### config.mk
export PLATFORM = sky130hd
export DESIGN_NAME = tcls_gpr
export DESIGN_NICKNAME = d
export VERILOG_FILES = /design/src/hw/rtl/toy_cpu_load_store_stack_step_core_macros.svh /design/src/hw/rtl/tcls_pkg.sv /design/src/hw/rtl/tcls_ram.sv /design/src/hw/rtl/tcls_gpr.sv
export SDC_FILE = /design/constraint.sdc
export NUM_CORES = 1
export LEC_CHECK = 0
export BUFFER_PORTS_ARGS = -buffer_cell sky130_fd_sc_hd__buf_2
export CORE_MARGIN = 8
export CORE_UTILIZATION = 45
export DETAILED_ROUTE_END_ITERATION = 7
export HOLD_SLACK_MARGIN = 0.05
export PLACE_DENSITY = 0.59
export SLEW_MARGIN = 20
export SYNTH_ARGS = -nofsm -noshare
export SYNTH_HDL_FRONTEND = slang
export SYNTH_SLANG_ARGS = --single-unit
### constraint.sdc
create_clock -name clock -period 3.2 [get_ports clock]
set_clock_uncertainty 0.05 [all_clocks]
set_input_delay 0 -clock clock [delete_from_list [all_inputs] [get_ports clock]]
set_output_delay 0 -clock clock [all_outputs]
set_load 0.01 [all_outputs]
### src/hw/rtl/toy_cpu_load_store_stack_step_core_macros.svh
// Assertion macros shared by the toy CPU step core.
`ifndef TOY_CPU_LOAD_STORE_STACK_STEP_CORE_MACROS_SVH
`define TOY_CPU_LOAD_STORE_STACK_STEP_CORE_MACROS_SVH

// cond must hold at every edge out of reset
`define TCLS_ASSERT_ALWAYS(label, cond, msg) \
   label: assert property (@(posedge clock) disable iff (reset) (cond)) else $error(msg);

// same-cycle implication
`define TCLS_ASSERT_IMPLIES(label, ante, cons, msg) \
   label: assert property (@(posedge clock) disable iff (reset) (ante) |-> (cons)) \
      else $error(msg);

// next-cycle implication
`define TCLS_ASSERT_NEXT(label, ante, cons, msg) \
   label: assert property (@(posedge clock) disable iff (reset) (ante) |=> (cons)) \
      else $error(msg);

`endif

### src/hw/rtl/tcls_pkg.sv
// Shared constants, codes and types of the toy CPU step core.
package tcls_pkg;

   localparam int MEM_BYTES_DEF = 1024;
   localparam int DATA_BASE_DEF = 384;
   localparam int CODE_BASE_DEF = 128;
   localparam int NUM_GPRS_DEF  = 32;

   localparam int BANKS = 4;

   localparam logic [7:0] IDX_BP = 8'd32;
   localparam logic [7:0] IDX_SP = 8'd33;
   localparam logic [7:0] IDX_PC = 8'd34;

   localparam logic [7:0] OP_STORE = 8'd3;
   localparam logic [7:0] OP_LOAD  = 8'd4;
   localparam logic [7:0] OP_PUSH  = 8'd10;
   localparam logic [7:0] OP_POP   = 8'd11;

   localparam int          GPR_INIT_IDX = 5;
   localparam logic [31:0] GPR_INIT_VAL = 32'd10;
   localparam logic [31:0] WORD_BYTES   = 32'd4;

   typedef enum logic [1:0] {
      CMD_WBYTE = 2'd0,
      CMD_STEP  = 2'd1,
      CMD_RREG  = 2'd2,
      CMD_NONE  = 2'd3
   } cmd_type;

   typedef enum logic [2:0] {
      ST_CLEAR,
      ST_IDLE,
      ST_FETCH,
      ST_DECODE,
      ST_EXEC,
      ST_RREG,
      ST_RDONE,
      ST_SIMPLE
   } state_type;

   typedef struct packed {
      logic rd_en;
      logic word_wr;
      logic byte_wr;
   } mem_ctl_type;

   typedef struct packed {
      logic rd_en;
      logic wr_en;
   } gpr_ctl_type;

endpackage

### src/hw/rtl/tcls_ram.sv
// Generic single-write, single-read RAM with registered read data.
module tcls_ram #(
   parameter int WIDTH = 8,
   parameter int DEPTH = 256,
   localparam int AW   = $clog2(DEPTH)
) (
   input  logic             clock,
   input  logic             wr_en,
   input  logic [AW-1:0]    wr_addr,
   input  logic [WIDTH-1:0] wr_data,
   input  logic             rd_en,
   input  logic [AW-1:0]    rd_addr,
   output logic [WIDTH-1:0] rd_data
);

   logic [WIDTH-1:0] mem_ff [DEPTH];
   logic [WIDTH-1:0] rd_data_ff;

   always_ff @(posedge clock) begin
      if (wr_en) begin
         mem_ff[wr_addr] <= wr_data;
      end
      if (rd_en) begin
         rd_data_ff <= mem_ff[rd_addr];
      end
   end

   assign rd_data = rd_data_ff;

endmodule

### src/hw/rtl/tcls_gpr.sv
// General register file: RAM plus per-entry valid bits that supply the reset values.
module tcls_gpr #(
   parameter int NUM_GPRS = tcls_pkg::NUM_GPRS_DEF,
   localparam int GW      = $clog2(NUM_GPRS)
) (
   input  logic                  clock,
   input  logic                  reset,
   input  tcls_pkg::gpr_ctl_type ctl,
   input  logic [GW-1:0]         rd_addr,
   input  logic [GW-1:0]         wr_addr,
   input  logic [31:0]           wr_data,
   output logic [31:0]           rd_value
);

   logic [NUM_GPRS-1:0] vld_ff;
   logic                rd_vld_ff;
   logic                rd_init_ff;
   logic [31:0]         ram_q;

   always_ff @(posedge clock) begin
      if (reset) begin
         vld_ff <= '0;
      end else if (ctl.wr_en) begin
         vld_ff[wr_addr] <= 1'b1;
      end
   end

   always_ff @(posedge clock) begin
      if (ctl.rd_en) begin
         rd_vld_ff  <= vld_ff[rd_addr];
         rd_init_ff <= (rd_addr == GW'(tcls_pkg::GPR_INIT_IDX));
      end
   end

   tcls_ram #(
      .WIDTH (32),
      .DEPTH (NUM_GPRS)
   ) u_ram (
      .clock   (clock),
      .wr_en   (ctl.wr_en),
      .wr_addr (wr_addr),
      .wr_data (wr_data),
      .rd_en   (ctl.rd_en),
      .rd_addr (rd_addr),
      .rd_data (ram_q)
   );

   assign rd_value = rd_vld_ff ? ram_q : (rd_init_ff ? tcls_pkg::GPR_INIT_VAL : 32'd0);

endmodule

* Word-level counts from Yosys, hierarchy flattened
Memory sizes are Yosys's and may differ from the RTL's. A register that Yosys moved wholly into a read port is not among the register bits.
Index checks and enable logic that the tools add are counted.
W data, S select, Z words.
** Cells by class
- Order comparisons :: 3
- Shift operators :: 0
- Reduce and logical (&&, ||, !) cells :: 1
- Multipliers :: 0
- Divide/modulo/power cells :: 0
- Add/sub/neg operators :: 0
- Eq/ne operators :: 1
- Multiplexer cells :: 8
- Bitwise gates (word level) :: 1
** Operators with widths (number)
- $mux W32 :: 1
- $or A32 B32 Y32 :: 1
- $lt A5 B6 Y1 const B :: 2
- $bmux W1 S5 :: 1
- $demux W1 S5 :: 1
- $eq A5 B3 Y1 const B :: 1
- $ge A5 B1 Y1 const B :: 1
- $mux W1 :: 4
- $mux W4 :: 1
- $logic_and A1 B1 Y1 :: 1
** Storage, ports and cells
- Output and inout bits :: 32
- Memories :: 1
- Logic and storage cells :: 18
- Bits in writable memories :: 1024
- Input bits :: 46
- Bits in latches :: 0
- Bits in registers :: 34
- ROM bits :: 0
** Memory list
- u_ram.mem_ff :: depth 32, bits a word 32, rd ports 1, clocked after memory_dff 1, write ports 1, line tcls_ram.sv:16 : logic [WIDTH-1:0] mem_ff [DEPTH];

* Logic depth before layout (Yosys ltp)
- Word-level depth :: 5
- Mapped depth :: 9
- Mapped depth without buffers :: 4

* Cells and area by module
A second synthesis with hierarchy kept.
** Unflattened totals
- Cell total of the unflattened synthesis :: 2457
- Area total of the unflattened synthesis :: 42452.0 um^2
** Modules (own cells, without submodules)
- tcls_ram :: area an instance 40805.4 um^2, seq. area each 31710.4 um^2, instances 1, cells each 2260
- tcls_gpr :: area an instance 1646.6 um^2, seq. area each 700.7 um^2, instances 1, cells each 197

* Worst setup path before layout
OpenSTA, ideal clock, no wires.
- Kind :: input to register
- Start point :: in wr_addr[0]
- End point :: mem u_ram.mem_ff[12][0] (enable)
- Arrival :: 2.043 ns
- Stages :: 3
- Buffers on the path :: 1
- Data required time :: 2.727 ns
- Library setup time :: 0.423 ns
- Setup slack :: 0.684 ns
- Cells stage by stage :: or3b_2 -> clkbuf_1 -> nor2_1
** RTL lines
- start: declaration :: line tcls_gpr.sv:10 : input logic [GW-1:0] wr_addr,
- end: declaration :: line tcls_ram.sv:16
No word-level cell before the write port.

* Worst setup path after layout
- Start point :: reg rd_vld_ff
- End point :: out rd_value[3]
** On the way
- Word-level cells in the longest chain between the ends :: 1
** RTL lines
- start: declaration :: line tcls_gpr.sv:16 : logic rd_vld_ff;
- start signal: assignment :: line tcls_gpr.sv:30 : rd_vld_ff <= vld_ff[rd_addr];
- $mux W32 :: line tcls_gpr.sv:48 : assign rd_value = rd_vld_ff ? ram_q : (rd_init_ff ? tcls_pkg::GPR_INIT_VAL : 32'd0);
- end: declaration :: line tcls_gpr.sv:12 : output logic [31:0] rd_value
No other way between the ends.

==> results.py <==
metrics = {
    "clock_network": {
        "clkSinkCount": 1090,
        "cts_buffers": 110,
        "post_cts_resized": 0,
        "cts_tree": "yes",
        "clock_path_buffers": 3,
        "root_buffer": "clkbuf_16",
        "h-tree-depth": 3,
        "insertion_delay_ns": 0.67,
        "post_cts_buffers": 0,
        "cts.clk_slew.worst_paths_ns": 0.06,
        "cts_hold_buf": 37,
    },
    "sta": {
        "min_period_ns": 2.24,
        "hold_viol": 0,
        "fin_ws_ns": 0.957,
        "max_freq_mhz": 446,
        "fin_tns_setup_ns": 0,
        "setup_viol": 0,
        "fin_crit_sh_pct": 70.1,
        "maxSlewHeadroom_pct": 25.2,
        "worst_pin_slew_ns": 1.12,
        "maxSlewViolCount": 0,
        "rsz0062_at_grt": "no",
    },
    "finish": {
        "nNetsFinal": 2161,
        "syn_to_final_growth_pct": 16.1,
        "n_fill_cell": 7037,
        "drive_gt1_share_pct": 25.6,
    },
    "drt": {
        "dr.pass1.iters": 5,
        "drt_iter0_markers": 2771,
        "vias": 20500,
        "drt-wirelength-per-cell_um": 31.7,
        "vias_per_cell": 6.03,
        "detail-route-antenna-nets": 0,
        "route.detailed.drc": 0,
        "routed_wl_mm": 108,
    },
    "worst_setup_path": {
        "crit_path_top_delay_cell": "edfxtp_1",
        "crit_arrival_ns": 2.19,
        "crit_chain": "buf_12 > nand2b_1 > nand2_1 > buf_2",
        "startpoint_type": "flop",
        "endpoint_kind": "output port",
        "critPathKind": "flop to output port",
        "r2r-start": "u_ram.mem_ff[13][13]$_DFFE_PP_",
        "worstSetupStartpoint": "rd_vld_ff$_DFFE_PP_",
        "cp_max_fo": 21,
        "required_ns": 3.15,
        "slowest_delay_ns": 0.91,
    },
    "floorplanning": {
        "rows": 111,
        "io_pins": 78,
        "core_area_um2": 91200,
        "die_area_um2": 102000,
        "start_util_pct": 45.2,
        "die_y_um": 319,
        "die_w_um": 319,
    },
    "yosys": {
        "synthArstFlopShare_pct": 0,
        "netlist_area_um2": 41200,
        "synth_top_cells_by_area": "edfxtp_1 77%, mux4_2 11%, mux2i_1 3.2%, dfxtp_1 1.6%, nor2_1 0.88%",
        "synth_edf_count": 1058,
        "synth_top_area_cell": "edfxtp_1",
        "synth_ff_type": "edfxtp_1",
        "avgSynthCellArea_um2": 21.6,
        "synth-seq-cells": 1090,
        "synth_seq_area_share_pct": 78.7,
        "synthesis.nets": 1954,
        "ys_warn_count": 0,
        "synth_cells": 1908,
        "netlist.area_leader.share_pct": 77.1,
        "ys_types": 29,
    },
    "global_route": {
        "grt_usage_pct": 21.0,
        "gr-total-overflow": 0,
        "grt_util_met1_pct": 30.5,
        "antenna_found_initial": 2,
        "grt_start_max_net_pins": 66,
        "grt_pass1_vias": 21100,
        "met2_usage_pct": 33.0,
        "grt_pass1_wl_mm": 154,
        "grtUsageMet3_pct": 4.00,
        "top_usage_layer": "met2",
    },
    "power": {
        "clockPowerShare_pct": 41.9,
        "p_leak_uw": 0.0153,
        "pwr-share-comb_pct": 4.8,
        "powerDensity_nw_per_um2": 625,
        "switching_share_pct": 20.7,
        "ir_worst_vdd_mv": 0.465,
        "p_seq_share_pct": 53.3,
        "p_int_uw": 23700,
        "p_sw_uw": 6180,
    },
    "status": {
        "status": "finished, final reports clean",
    },
    "placed_design": {
        "dpl.hpwl_mm": 54.2,
        "gp_congestion": 0.736,
        "port-buffer-count": 77,
        "place_ws_ns": 0.656,
    },
    "hold_path": {
        "worstHoldStart": "rd_addr[1]",
        "worstHoldPathType": "input pin to flop",
    },
    "job": {
        "drv_cap": 0,
    },
}
==> final timing paths <==
check | slack (ns) | endpoint | cells after the start
worst min register to register | 0.41 | vld_ff[31]$_SDFFE_PP0P_ | 2
worst min-delay path | 0.09 | u_ram.rd_data[4]$_DFFE_PP_ | 4
worst max register to register | 1.24 | u_ram.rd_data[13]$_DFFE_PP_ | 4
worst max-delay path | 0.96 | rd_value[3] | 4
==> kinds of logic after synthesis <==
family,Yosys count,share of synthesized area [%]
AND/OR/NAND/NOR,149,1.69
flip-flops,1090,78.7
buffers and inverters,109,1.45
multiplexers,330,14.1
AO/OA/AOI/OAI,230,4.14
==> critical path: cells and delay by family, from the launching register on <==
kind | cells | cell delay (ns)
buffers and inverters | 2 | 0.38
flip-flops | 1 | 0.91
AND/OR/NAND/NOR | 2 | 0.20
==> Yosys cell counts (all sizes together) (31+ instances only) <==
| library cell | count |
|---|---|
| a2111oi | 32 |
| a21oi | 66 |
| a22o | 32 |
| a22oi | 33 |
| and2 | 31 |
| buf | 47 |
| clkbuf | 62 |
| dfxtp | 32 |
| edfxtp | 1058 |
| mux2i | 131 |
| mux4 | 199 |
| nor2 | 97 |
| o221ai | 33 |
| o22ai | 32 |
==> metrics by stage <==
stage | hold WS (ns) | cell area (um^2) | total power (uW) | utilization (%) | std cells
5_1_grt | 0.0838 | 47800 | 30700 | 52.4 | 3395
4_1_cts | 0.0586 | 47800 | 30100 | 52.4 | 3395
3_5_place_dp | 0.403 | 44000 | 17700 | 48.2 | 3152
3_3_place_gp | 0.394 | 44000 | 17600 | 48.2 | 3152
2_1_floorplan | 0.0224 | 41200 | 17000 | - | 1908
6_report | 0.0928 | 47800 | 29900 | 52.4 | 3397
==> power by group through the flow <==
stage	logic (uW)	clock network, uW	registers (uW)
after detailed placement	1410	0	16200
after global placement	1380	0	16200
after global routing	1540	13300	15900
after floorplan	798	0	16200
after CTS	1460	12700	15900
final	1440	12500	15900
==> flip-flops by register name (all words and copies together) (netlist names) <==
name           count
u_ram.mem_ff    1024
u_ram.rd_data     32
vld_ff            32
rd_init_ff         1
rd_vld_ff          1
==> layout by cell type (no fill, tap or decap), types with 14 or more instances in the layout <==
master	instances
edfxtp_1	1058
mux4_2	199
mux2i_1	131
clkbuf_16	111
buf_2	73
a21oi_1	66
nor2_1	64
buf_4	50
buf_12	42
dlygate4sd3_1	37
o221ai_1	33
nor2_4	33
a22oi_1	33
o22ai_1	32
a22o_1	32
dfxtp_1	32
clkbuf_1	31
and2_1	30
clkinv_1	25
a2111oi_0	22
clkinv_2	14
==> final cells by class <==
class	count	area [um^2]	area share, %
Timing Repair Buffer	204	1980	4.13
Antenna cell	2	5.00	0.0105
Sequential cell	1090	32400	67.7
Multi-Input combinational cell	709	8460	17.7
Clock inverter	59	547	1.14
Clock buffer	147	2960	6.19
Tap cell	1186	1480	3.10
==> routing by layer <==
layer | part of all wire (%) | routed length [um]
met1 | 44 | 47100
met2 | 47 | 50600
met3 | 7.3 | 7870
met4 | 2.1 | 2240
met5 | 0 | 0
(Power assumes the default switching activity.)
